**src/design/tcbh_pkg.sv**
```systemverilog
// ----------------------------------------------------------------------------
// tcbh_pkg
// Shared types and constants for the touch calibration and button hit core.
// ----------------------------------------------------------------------------
`default_nettype none
package tcbh_pkg;

	localparam int MAX_BUTTONS_DEF   = 16;
	localparam int SCREEN_WIDTH_DEF  = 320;
	localparam int SCREEN_HEIGHT_DEF = 240;
	localparam logic [11:0] TOUCH_THRESHOLD = 12'd10;

	localparam int NUM_W = 21;
	localparam int DEN_W = 12;

	localparam logic [2:0] OP_SAMPLE = 3'd0;
	localparam logic [2:0] OP_ADD    = 3'd1;
	localparam logic [2:0] OP_REMOVE = 3'd2;
	localparam logic [2:0] OP_SETEN  = 3'd3;
	localparam logic [2:0] OP_CLEAR  = 3'd4;

	localparam logic [3:0] REG_RAW_X_LOW     = 4'd0;
	localparam logic [3:0] REG_RAW_Y_LOW     = 4'd1;
	localparam logic [3:0] REG_RAW_X_HIGH    = 4'd2;
	localparam logic [3:0] REG_RAW_Y_HIGH    = 4'd3;
	localparam logic [3:0] REG_SCREEN_X_LOW  = 4'd4;
	localparam logic [3:0] REG_SCREEN_Y_LOW  = 4'd5;
	localparam logic [3:0] REG_SCREEN_X_HIGH = 4'd6;
	localparam logic [3:0] REG_SCREEN_Y_HIGH = 4'd7;

	typedef struct packed {
		logic [2:0]        op;
		logic [11:0]       raw_x;
		logic [11:0]       raw_y;
		logic [11:0]       pressure;
		logic [8:0]        rect_left;
		logic [8:0]        rect_top;
		logic [8:0]        rect_width;
		logic [8:0]        rect_height;
		logic signed [7:0] rect_tag;
		logic [3:0]        entry_index;
		logic              enable_value;
	} in_word_t;

	typedef struct packed {
		logic              touched;
		logic [8:0]        pos_x;
		logic [7:0]        pos_y;
		logic              press_event;
		logic [3:0]        hit_entry;
		logic              tag_valid;
		logic signed [7:0] hit_tag;
		logic              release_event;
		logic              op_ok;
	} out_word_t;

	typedef struct packed {
		logic [8:0]        left;
		logic [8:0]        top;
		logic [8:0]        width;
		logic [8:0]        height;
		logic signed [7:0] tag;
		logic              enabled;
		logic              pressed;
	} entry_t;

	typedef struct packed {
		logic load;
		logic shift;
		logic set_en;
		logic en_val;
		logic press;
		logic clr_press;
	} cell_ctrl_t;

endpackage
`default_nettype wire

```
**src/design/tcbh_div.sv**
```systemverilog
// ----------------------------------------------------------------------------
// tcbh_div
// Restoring unsigned divider, one quotient bit per cycle.
// ----------------------------------------------------------------------------
`default_nettype none
module tcbh_div #(
	parameter int NW = 21,
	parameter int DW = 12
) (
	input  wire logic          clk,
	input  wire logic          arst_n,
	input  wire logic          start,
	input  wire logic [NW-1:0] num,
	input  wire logic [DW-1:0] den,
	output logic               done,
	output logic [NW-1:0]      quo
);
	localparam int CNT_W = $clog2(NW + 1);

	logic [DW-1:0]    rem_q;
	logic [NW-1:0]    num_q;
	logic [DW-1:0]    den_q;
	logic [CNT_W-1:0] cnt_q;
	logic             done_q;
	logic [DW:0]      trial;
	logic             fits;

	assign trial = {rem_q, num_q[NW-1]};
	assign fits  = trial >= {1'b0, den_q};

	always_ff @(posedge clk) begin
		if (start) begin
			rem_q <= '0;
			num_q <= num;
			den_q <= den;
		end else if (cnt_q != '0) begin
			rem_q <= fits ? DW'(trial - {1'b0, den_q}) : trial[DW-1:0];
			num_q <= {num_q[NW-2:0], fits};
		end
	end

	always_ff @(posedge clk or negedge arst_n) begin
		if (!arst_n) begin
			cnt_q  <= '0;
			done_q <= 1'b0;
		end else begin
			done_q <= (cnt_q == CNT_W'(1)) && !start;
			if (start)
				cnt_q <= CNT_W'(NW);
			else if (cnt_q != '0)
				cnt_q <= cnt_q - CNT_W'(1);
		end
	end

	assign done = done_q;
	assign quo  = num_q;
endmodule
`default_nettype wire

```
**src/design/tcbh_cell.sv**
```systemverilog
// ----------------------------------------------------------------------------
// tcbh_cell
// One button entry of the table; takes its neighbour's entry on a remove.
// ----------------------------------------------------------------------------
`default_nettype none
module tcbh_cell (
	input  wire logic                clk,
	input  wire tcbh_pkg::cell_ctrl_t ctrl,
	input  wire tcbh_pkg::entry_t    new_entry,
	input  wire tcbh_pkg::entry_t    nxt_entry,
	input  wire logic [8:0]          pt_x,
	input  wire logic [8:0]          pt_y,
	output tcbh_pkg::entry_t         entry,
	output logic                     hit
);
	import tcbh_pkg::*;

	entry_t    entry_q;
	logic      hit_q;
	logic [9:0] right;
	logic [9:0] bottom;

	assign right  = {1'b0, entry_q.left} + {1'b0, entry_q.width};
	assign bottom = {1'b0, entry_q.top} + {1'b0, entry_q.height};

	always_ff @(posedge clk) begin
		hit_q <= (pt_x >= entry_q.left) && ({1'b0, pt_x} <= right) &&
			(pt_y >= entry_q.top) && ({1'b0, pt_y} <= bottom);
		if (ctrl.load) begin
			entry_q <= new_entry;
		end else if (ctrl.shift) begin
			entry_q <= nxt_entry;
		end else begin
			if (ctrl.set_en)
				entry_q.enabled <= ctrl.en_val;
			if (ctrl.press)
				entry_q.pressed <= 1'b1;
			else if (ctrl.clr_press)
				entry_q.pressed <= 1'b0;
		end
	end

	assign entry = entry_q;
	assign hit   = hit_q;
endmodule
`default_nettype wire

```
**src/design/touch_calibrate_button_hit_core.sv**
```systemverilog
// ----------------------------------------------------------------------------
// touch_calibrate_button_hit_core
// Touch calibration and button hit test over a chain of button cells.
// ----------------------------------------------------------------------------
// Usage: present a word on in_word with start; it is taken when busy is low.
// busy stays high until the result word appears on result with done high for
// one cycle; the receiver cannot stall, so it must take it then.
// Table edits and released/no-touch samples finish in ST_EXEC, with no divide.
// A touched sample runs two 21-step dividers in parallel (X and Y) and
// returns after the divide when already touching; on a new touch it then
// scans the cells in order until the first hit or the end of the table.
// The divider's bit-per-cycle loop and the cell scan set the latency.
// Configuration: cfg_valid/cfg_ready with cfg_index and cfg_data; cfg_ready
// is always high and writes are expected only while idle.
// Reset restores the calibration defaults, empties the table and clears the
// touch state; no clearing pass is needed.
// ----------------------------------------------------------------------------
`default_nettype none
module touch_calibrate_button_hit_core #(
	parameter int MAX_BUTTONS   = tcbh_pkg::MAX_BUTTONS_DEF,
	parameter int SCREEN_WIDTH  = tcbh_pkg::SCREEN_WIDTH_DEF,
	parameter int SCREEN_HEIGHT = tcbh_pkg::SCREEN_HEIGHT_DEF
) (
	input  wire logic               clk,
	input  wire logic               arst_n,
	input  wire logic               start,
	input  wire tcbh_pkg::in_word_t in_word,
	output logic                    busy,
	output logic                    done,
	output tcbh_pkg::out_word_t     result,
	input  wire logic               cfg_valid,
	output logic                    cfg_ready,
	input  wire logic [3:0]         cfg_index,
	input  wire logic [11:0]        cfg_data
);
	import tcbh_pkg::*;

	localparam int IW = (MAX_BUTTONS > 1) ? $clog2(MAX_BUTTONS) : 1;
	localparam int CW = $clog2(MAX_BUTTONS + 1);

	typedef enum logic [5:0] {
		ST_IDLE  = 6'b000001,
		ST_EXEC  = 6'b000010,
		ST_DLOAD = 6'b000100,
		ST_DIV   = 6'b001000,
		ST_CMP   = 6'b010000,
		ST_SCAN  = 6'b100000
	} state_t;

	state_t    state_q;
	in_word_t  in_q;
	out_word_t res_q;
	logic      done_q;
	logic [CW-1:0] count_q;
	logic [CW-1:0] scan_q;
	logic      was_touching_q;

	logic [11:0] rxl_q, ryl_q, rxh_q, ryh_q;
	logic [8:0]  sxl_q, syl_q, sxh_q, syh_q;

	logic signed [22:0] prod_x_q, prod_y_q;
	logic signed [12:0] span_x_q, span_y_q;
	logic [8:0]  pos_x_q, pos_y_q;

	// config
	assign cfg_ready = 1'b1;
	always_ff @(posedge clk or negedge arst_n) begin
		if (!arst_n) begin
			rxl_q <= 12'd0;
			ryl_q <= 12'd0;
			rxh_q <= 12'd4095;
			ryh_q <= 12'd4095;
			sxl_q <= 9'd0;
			syl_q <= 9'd0;
			sxh_q <= 9'd320;
			syh_q <= 9'd240;
		end else if (cfg_valid && cfg_ready) begin
			case (cfg_index)
				REG_RAW_X_LOW:     rxl_q <= cfg_data;
				REG_RAW_Y_LOW:     ryl_q <= cfg_data;
				REG_RAW_X_HIGH:    rxh_q <= cfg_data;
				REG_RAW_Y_HIGH:    ryh_q <= cfg_data;
				REG_SCREEN_X_LOW:  sxl_q <= cfg_data[8:0];
				REG_SCREEN_Y_LOW:  syl_q <= cfg_data[8:0];
				REG_SCREEN_X_HIGH: sxh_q <= cfg_data[8:0];
				REG_SCREEN_Y_HIGH: syh_q <= cfg_data[8:0];
				default: ;
			endcase
		end
	end

	// mapping arithmetic
	logic signed [12:0] dx, dy;
	logic signed [9:0]  sdx, sdy;
	assign dx  = $signed({1'b0, in_q.raw_x}) - $signed({1'b0, rxl_q});
	assign dy  = $signed({1'b0, in_q.raw_y}) - $signed({1'b0, ryl_q});
	assign sdx = $signed({1'b0, sxh_q}) - $signed({1'b0, sxl_q});
	assign sdy = $signed({1'b0, syh_q}) - $signed({1'b0, syl_q});

	logic signed [22:0] abs_px, abs_py;
	logic signed [12:0] abs_sx, abs_sy;
	assign abs_px = prod_x_q[22] ? -prod_x_q : prod_x_q;
	assign abs_py = prod_y_q[22] ? -prod_y_q : prod_y_q;
	assign abs_sx = span_x_q[12] ? -span_x_q : span_x_q;
	assign abs_sy = span_y_q[12] ? -span_y_q : span_y_q;

	logic div_start, done_x, done_y, div_done;
	logic [NUM_W-1:0] quo_x, quo_y;
	assign div_start = (state_q == ST_DLOAD);
	assign div_done  = done_x && done_y;

	tcbh_div #(.NW(NUM_W), .DW(DEN_W)) u_div_x (
		.clk(clk), .arst_n(arst_n), .start(div_start),
		.num(abs_px[NUM_W-1:0]), .den(abs_sx[DEN_W-1:0]),
		.done(done_x), .quo(quo_x)
	);
	tcbh_div #(.NW(NUM_W), .DW(DEN_W)) u_div_y (
		.clk(clk), .arst_n(arst_n), .start(div_start),
		.num(abs_py[NUM_W-1:0]), .den(abs_sy[DEN_W-1:0]),
		.done(done_y), .quo(quo_y)
	);

	logic signed [22:0] qx, qy, vx, vy;
	logic [8:0] cx, cy;
	always_comb begin
		qx = $signed({2'b00, quo_x});
		qy = $signed({2'b00, quo_y});
		if (prod_x_q[22] ^ span_x_q[12])
			qx = -qx;
		if (prod_y_q[22] ^ span_y_q[12])
			qy = -qy;
		if (span_x_q == '0)
			qx = '0;
		if (span_y_q == '0)
			qy = '0;
		vx = qx + $signed({14'd0, sxl_q});
		vy = qy + $signed({14'd0, syl_q});
		if (vx < 0)
			cx = '0;
		else if (vx > 23'(SCREEN_WIDTH - 1))
			cx = 9'(SCREEN_WIDTH - 1);
		else
			cx = vx[8:0];
		if (vy < 0)
			cy = '0;
		else if (vy > 23'(SCREEN_HEIGHT - 1))
			cy = 9'(SCREEN_HEIGHT - 1);
		else
			cy = vy[8:0];
	end

	// cell chain
	entry_t     entries [MAX_BUTTONS];
	logic       hits    [MAX_BUTTONS];
	cell_ctrl_t ctrls   [MAX_BUTTONS];
	logic [MAX_BUTTONS-1:0] live_pressed;
	entry_t     new_entry;

	logic is_add, is_rem, is_set, is_sample, touch_now, idx_ok, add_ok, scan_end;
	assign is_sample = in_q.op == OP_SAMPLE;
	assign is_add    = in_q.op == OP_ADD;
	assign is_rem    = in_q.op == OP_REMOVE;
	assign is_set    = in_q.op == OP_SETEN;
	assign touch_now = in_q.pressure > TOUCH_THRESHOLD;
	assign idx_ok    = 32'(in_q.entry_index) < 32'(count_q);
	assign add_ok    = 32'(count_q) < 32'(MAX_BUTTONS);
	assign scan_end  = scan_q >= count_q;

	assign new_entry = '{left: in_q.rect_left, top: in_q.rect_top,
		width: in_q.rect_width, height: in_q.rect_height, tag: in_q.rect_tag,
		enabled: 1'b1, pressed: 1'b0};

	for (genvar i = 0; i < MAX_BUTTONS; i++) begin : g_cell
		logic ex;
		assign ex = state_q == ST_EXEC;
		assign ctrls[i] = '{
			load:      ex && is_add && add_ok && (32'(count_q) == i),
			shift:     ex && is_rem && idx_ok && (32'(in_q.entry_index) <= i),
			set_en:    ex && is_set && idx_ok && (32'(in_q.entry_index) == i),
			en_val:    in_q.enable_value,
			press:     (state_q == ST_SCAN) && !scan_end &&
				(32'(scan_q) == i) && hits[i] && entries[i].enabled,
			clr_press: ex && is_sample && !touch_now
		};
		assign live_pressed[i] = entries[i].pressed && (32'(count_q) > i);
		tcbh_cell u_cell (
			.clk(clk), .ctrl(ctrls[i]), .new_entry(new_entry),
			.nxt_entry(entries[(i + 1 < MAX_BUTTONS) ? i + 1 : i]),
			.pt_x(pos_x_q), .pt_y(pos_y_q),
			.entry(entries[i]), .hit(hits[i])
		);
	end

	entry_t scan_entry;
	logic   scan_hit;
	assign scan_entry = entries[scan_q[IW-1:0]];
	assign scan_hit   = hits[scan_q[IW-1:0]];

	// control
	always_ff @(posedge clk) begin
		if (start && !busy)
			in_q <= in_word;
		if (state_q == ST_EXEC) begin
			prod_x_q <= 23'(dx * sdx);
			prod_y_q <= 23'(dy * sdy);
			span_x_q <= $signed({1'b0, rxh_q}) - $signed({1'b0, rxl_q});
			span_y_q <= $signed({1'b0, ryh_q}) - $signed({1'b0, ryl_q});
		end
		if (state_q == ST_DIV && div_done) begin
			pos_x_q <= cx;
			pos_y_q <= cy;
		end
	end

	always_ff @(posedge clk or negedge arst_n) begin
		if (!arst_n) begin
			state_q        <= ST_IDLE;
			done_q         <= 1'b0;
			res_q          <= '0;
			count_q        <= '0;
			scan_q         <= '0;
			was_touching_q <= 1'b0;
		end else begin
			done_q <= 1'b0;
			case (state_q)
				ST_IDLE: begin
					if (start)
						state_q <= ST_EXEC;
				end
				ST_EXEC: begin
					res_q <= '0;
					if (is_sample && touch_now) begin
						state_q <= ST_DLOAD;
					end else begin
						state_q <= ST_IDLE;
						done_q  <= 1'b1;
						case (in_q.op)
							OP_SAMPLE: begin
								res_q.release_event <= |live_pressed;
								was_touching_q      <= 1'b0;
							end
							OP_ADD: begin
								if (add_ok) begin
									res_q.op_ok     <= 1'b1;
									res_q.hit_entry <= 4'(count_q);
									count_q         <= count_q + CW'(1);
								end
							end
							OP_REMOVE: begin
								if (idx_ok) begin
									res_q.op_ok <= 1'b1;
									count_q     <= count_q - CW'(1);
								end
							end
							OP_SETEN: res_q.op_ok <= idx_ok;
							OP_CLEAR: begin
								res_q.op_ok <= 1'b1;
								count_q     <= '0;
							end
							default: ;
						endcase
					end
				end
				ST_DLOAD: state_q <= ST_DIV;
				ST_DIV: begin
					if (div_done) begin
						res_q.touched  <= 1'b1;
						res_q.pos_x    <= cx;
						res_q.pos_y    <= cy[7:0];
						was_touching_q <= 1'b1;
						scan_q         <= '0;
						if (was_touching_q) begin
							state_q <= ST_IDLE;
							done_q  <= 1'b1;
						end else begin
							state_q <= ST_CMP;
						end
					end
				end
				ST_CMP: state_q <= ST_SCAN;
				ST_SCAN: begin
					if (scan_end) begin
						state_q <= ST_IDLE;
						done_q  <= 1'b1;
					end else if (scan_hit) begin
						state_q <= ST_IDLE;
						done_q  <= 1'b1;
						if (scan_entry.enabled) begin
							res_q.press_event <= 1'b1;
							res_q.hit_entry   <= 4'(scan_q);
							res_q.tag_valid   <= !scan_entry.tag[7];
							res_q.hit_tag     <= scan_entry.tag;
						end
					end else begin
						scan_q <= scan_q + CW'(1);
					end
				end
				default: state_q <= ST_IDLE;
			endcase
		end
	end

	assign busy   = state_q != ST_IDLE;
	assign done   = done_q;
	assign result = res_q;

	a_done_idle: assert property (@(posedge clk) disable iff (!arst_n)
		done |-> !busy) else $error("result strobe while busy");
	a_count_max: assert property (@(posedge clk) disable iff (!arst_n)
		32'(count_q) <= MAX_BUTTONS) else $error("button count overflow");
	a_take: assert property (@(posedge clk) disable iff (!arst_n)
		start && !busy |=> busy) else $error("accepted word not started");
	a_press_touch: assert property (@(posedge clk) disable iff (!arst_n)
		done && result.press_event |-> result.touched)
		else $error("press without touch");
	a_press_edit: assert property (@(posedge clk) disable iff (!arst_n)
		done && result.op_ok |-> !result.touched && !result.release_event)
		else $error("edit result mixed with sample fields");
endmodule
`default_nettype wire

```
**config.mk**
```make
export PLATFORM = sky130hd
export DESIGN_NAME = touch_calibrate_button_hit_core
export DESIGN_NICKNAME = d
export VERILOG_FILES = /design/src/design/tcbh_pkg.sv /design/src/design/tcbh_div.sv /design/src/design/tcbh_cell.sv /design/src/design/touch_calibrate_button_hit_core.sv
export SDC_FILE = /design/constraint.sdc
export NUM_CORES = 2
export LEC_CHECK = 0
export ABC_AREA = 1
export BUFFER_PORTS_ARGS = -buffer_cell sky130_fd_sc_hd__buf_2
export CORE_MARGIN = 1.5
export CORE_UTILIZATION = 23
export CTS_BUF_LIST = sky130_fd_sc_hd__clkbuf_2
export DETAILED_ROUTE_END_ITERATION = 10
export GPL_TIMING_DRIVEN = 0
export SKIP_CTS_REPAIR_TIMING = 1
export SYNTH_ARGS = -nofsm -noshare
export SYNTH_HDL_FRONTEND = slang
export SYNTH_SLANG_ARGS = --single-unit
```
**constraint.sdc**
```tcl
create_clock -name clk -period 11.4 [get_ports clk]
set_input_delay 0.57 -clock clk [delete_from_list [all_inputs] [get_ports clk]]
set_output_delay 0.57 -clock clk [all_outputs]
set_load 0.02 [all_outputs]
```
==> impl_metrics.ini <==
[run_status]
status = finished, violations left
violations = DRC, capacitance limit, slew limit

[min_path]
min_to = syh_q[1]
min_path_type = in -> reg
holdPathStages = 4
hold_path_startpoint = cfg_data[1]

[setup_path]
reg2reg_from = sxl_q[0]
cp_max_fo = 10
critPathKind = reg -> reg
worstRegToRegCells = 35
critPathMaxStageDelay_ns = 0.82
reg2reg_slack_ns = 2.37
cp_common_cell = inv_1
startpoint_type = register
r2r_end = prod_x_q[22]
arrival_ns = 10.24
crit_path_end_kind = register
cp.required_ns = 12.61
slowest_stage = xor2_1

[sta]
timing.fmax_mhz = 110.7
tightest_slew_ns = 1.660
layout_setup_ws_ns = 2.365
finalSetupTns_ns = 0
setup_viol = 0
rsz0062_at_grt = no
slew_headroom = -0.1069
slew_viol_final = 88
fin_skew_ns = 0.3028
hold_viol = 0
period_minus_slack_ns = 9.035
fin_crit_sh = 0.7925

[synthesis]
syn_area_sq_mm = 0.08888
synth_edf_count = 946
synth_top_cells_by_count = inv_1, nand2_1, ha_1, edfxtp_1, a21oi_1
netlist.area_leader.share = 0.3196
synth_nets = 11760
syn_avg_cell_area_sq_um = 8.654
ys_top_cells_by_area = edfxtp_1, ha_1, inv_1
synthFlopType = edfxtp_1
synth-seq-cells = 1166
synth_most_common_cell = inv_1
async_flop_share = 0.1269
post_synth_inst_count = 10270
post-synth-top-area-cell = edfxtp_1
synth.yosys.warnings = 0
ys_types = 70
yosysSeqAreaShare = 0.3779

[place]
dp_cells = 15550
dp_hpwl_mm = 242.9
pre_cts_ws_ns = 2.626
gp_congestion = 0.9428
io_buffers = 142

[floorplan]
die_area_sq_mm = 0.3902
fp.dieW_um = 624.6
core_sq_mm = 0.3851
rows = 228
initial_core_util = 0.2308
fp.dieH_um = 624.6
io_pins = 145

[global_route]
antenna_found_initial = 73
overflow = 0
grt_pass1_wl_mm = 456.8
grtUsageTotal = 0.1554
grt_max_degree = 79
grt_pass1_vias = 72790

[cts]
cts_root_buf = clkbuf_2
cts_tree = yes
ctsLongestPathBuffers = 4
clkLatencyLatePin_ns = 1.67
clk_pin_slew_ns = 0.11
htreeDepth = 5
cts_buffers = 322
cts_sinks = 1166

[detailed_routing]
vias_per_cell = 4.636
drtIter0Drc = 6972
vias = 75890
ant_nets = 0
avgRoutedWirePerCell_um = 19.15
drc_errors = 3
wirelength_mm = 313.4
firstDrtPassIters = 11

[layout]
layout-drive-gt1-share = 0.08008
layout.nets = 12540
syn_to_final_growth_pct = 16.29
seq_area_sq_mm = 0.03359
multi_input_area_sq_mm = 0.04778
final_cells = 16370
fillers = 41430

[job]
drv_cap = 8
how the worst max path moves through the flow:
stage	depth (start not counted)	end	slack, ns	startpoint
after floorplan	11	g_cell[2].u_cell.entry[10]	3.53	state_q[4]
after global placement	7	g_cell[5].u_cell.entry[29]	-0.74	state_q[4]
after detailed placement	35	prod_x_q[22]	2.63	sxl_q[0]
after CTS	35	prod_x_q[22]	2.39	sxl_q[0]
after global routing	35	prod_x_q[22]	1.75	sxl_q[0]
final	35	prod_x_q[22]	2.37	sxl_q[0]
cell type report:
type,count,area share
Timing Repair Buffer,457,0.04716
Inverter,1737,0.06308
Clock buffer,470,0.02276
Buffer,286,0.01109
Antenna cell,20,0.0004842
Clock inverter,91,0.006840
Tap cell,5060,0.06126
Multi-Input combinational cell,7082,0.4623
Sequential cell,1166,0.3250
logic make-up after synthesis:
family | share of synthesized area
AOI/OAI and AO/OA | 0.1306
xor gates and xnor gates | 0.04018
adders and majority gates | 0.2179
buffers and inverters | 0.08596
DFF | 0.3779
muxes | 0.0001267
other | 0.00008450
and+or+nand+nor | 0.1472
metrics by stage:
step,util,hold slack (ns),instance area (sq um)
4_1_cts,0.2620,-1.248,100900
3_5_place_dp,0.2541,0.4489,97850
5_1_grt,0.2683,-0.02952,103300
6_report,0.2684,0.08359,103400
2_1_floorplan,-,0.2744,88880
3_3_place_gp,0.2491,0.4374,95920
per-layer routing:
metal  wire [um]  GRT usage
met1      125700     0.1928
met2      143900     0.2586
met3       24280    0.02350
met4       19400    0.08386
met5          94          0
cells in the final DEF (no fill, tap or decap), types with 16 or more instances in the layout:
cell           Yosys  layout
clkbuf_1         266     245
o211ai_1          59      59
nand2_1         1632    1628
o21ai_0          781     779
a31oi_1           32      32
nor4_1            35      35
nor3_1            74      72
a21o_1            26      26
or2_2             29      29
buf_16             0      46
dfstp_2           31      31
nor2_1           906     904
edfxtp_1         946     946
nand3_1          371     371
o22ai_1           38      37
ha_1            1111    1111
dfrtp_1          117     117
inv_2              9      16
clkbuf_2           0     491
xnor2_1          164     164
diode_2            0      20
fa_1             273     273
clkinv_1           9      58
a21oi_1          932     932
dlygate4sd3_1      0     236
xor2_1           240     240
nand4_1           72      72
buf_2              7     148
o21bai_1         101     101
dfxtp_1           72      72
clkinv_2           0      19
inv_1           1719    1717
worst max-delay path: cells and delay by family (launching register included):
family	cells	cell delay, ns
flip-flops	1	0.48
XOR/XNOR	2	1.18
AND/OR/NAND/NOR	9	0.92
AO/OA/AOI/OAI	9	1.93
buffers and inverters	7	0.58
adder cells (fa/ha/maj)	8	3.54
sequential cells by signal, summed over array words and instances, names as in the netlist, 13 cells and up:
name,flops
u_div_x.quo,21
span_y_q,13
in_q,87
result,34
prod_x_q,22
prod_y_q,22
span_x_q,13
g_cell.u_cell.hit,16
g_cell.u_cell.entry,736
u_div_y.quo,21
Power is not shown: default switching activity piles up to over one toggle a cycle in this logic, so the estimate is an artifact.
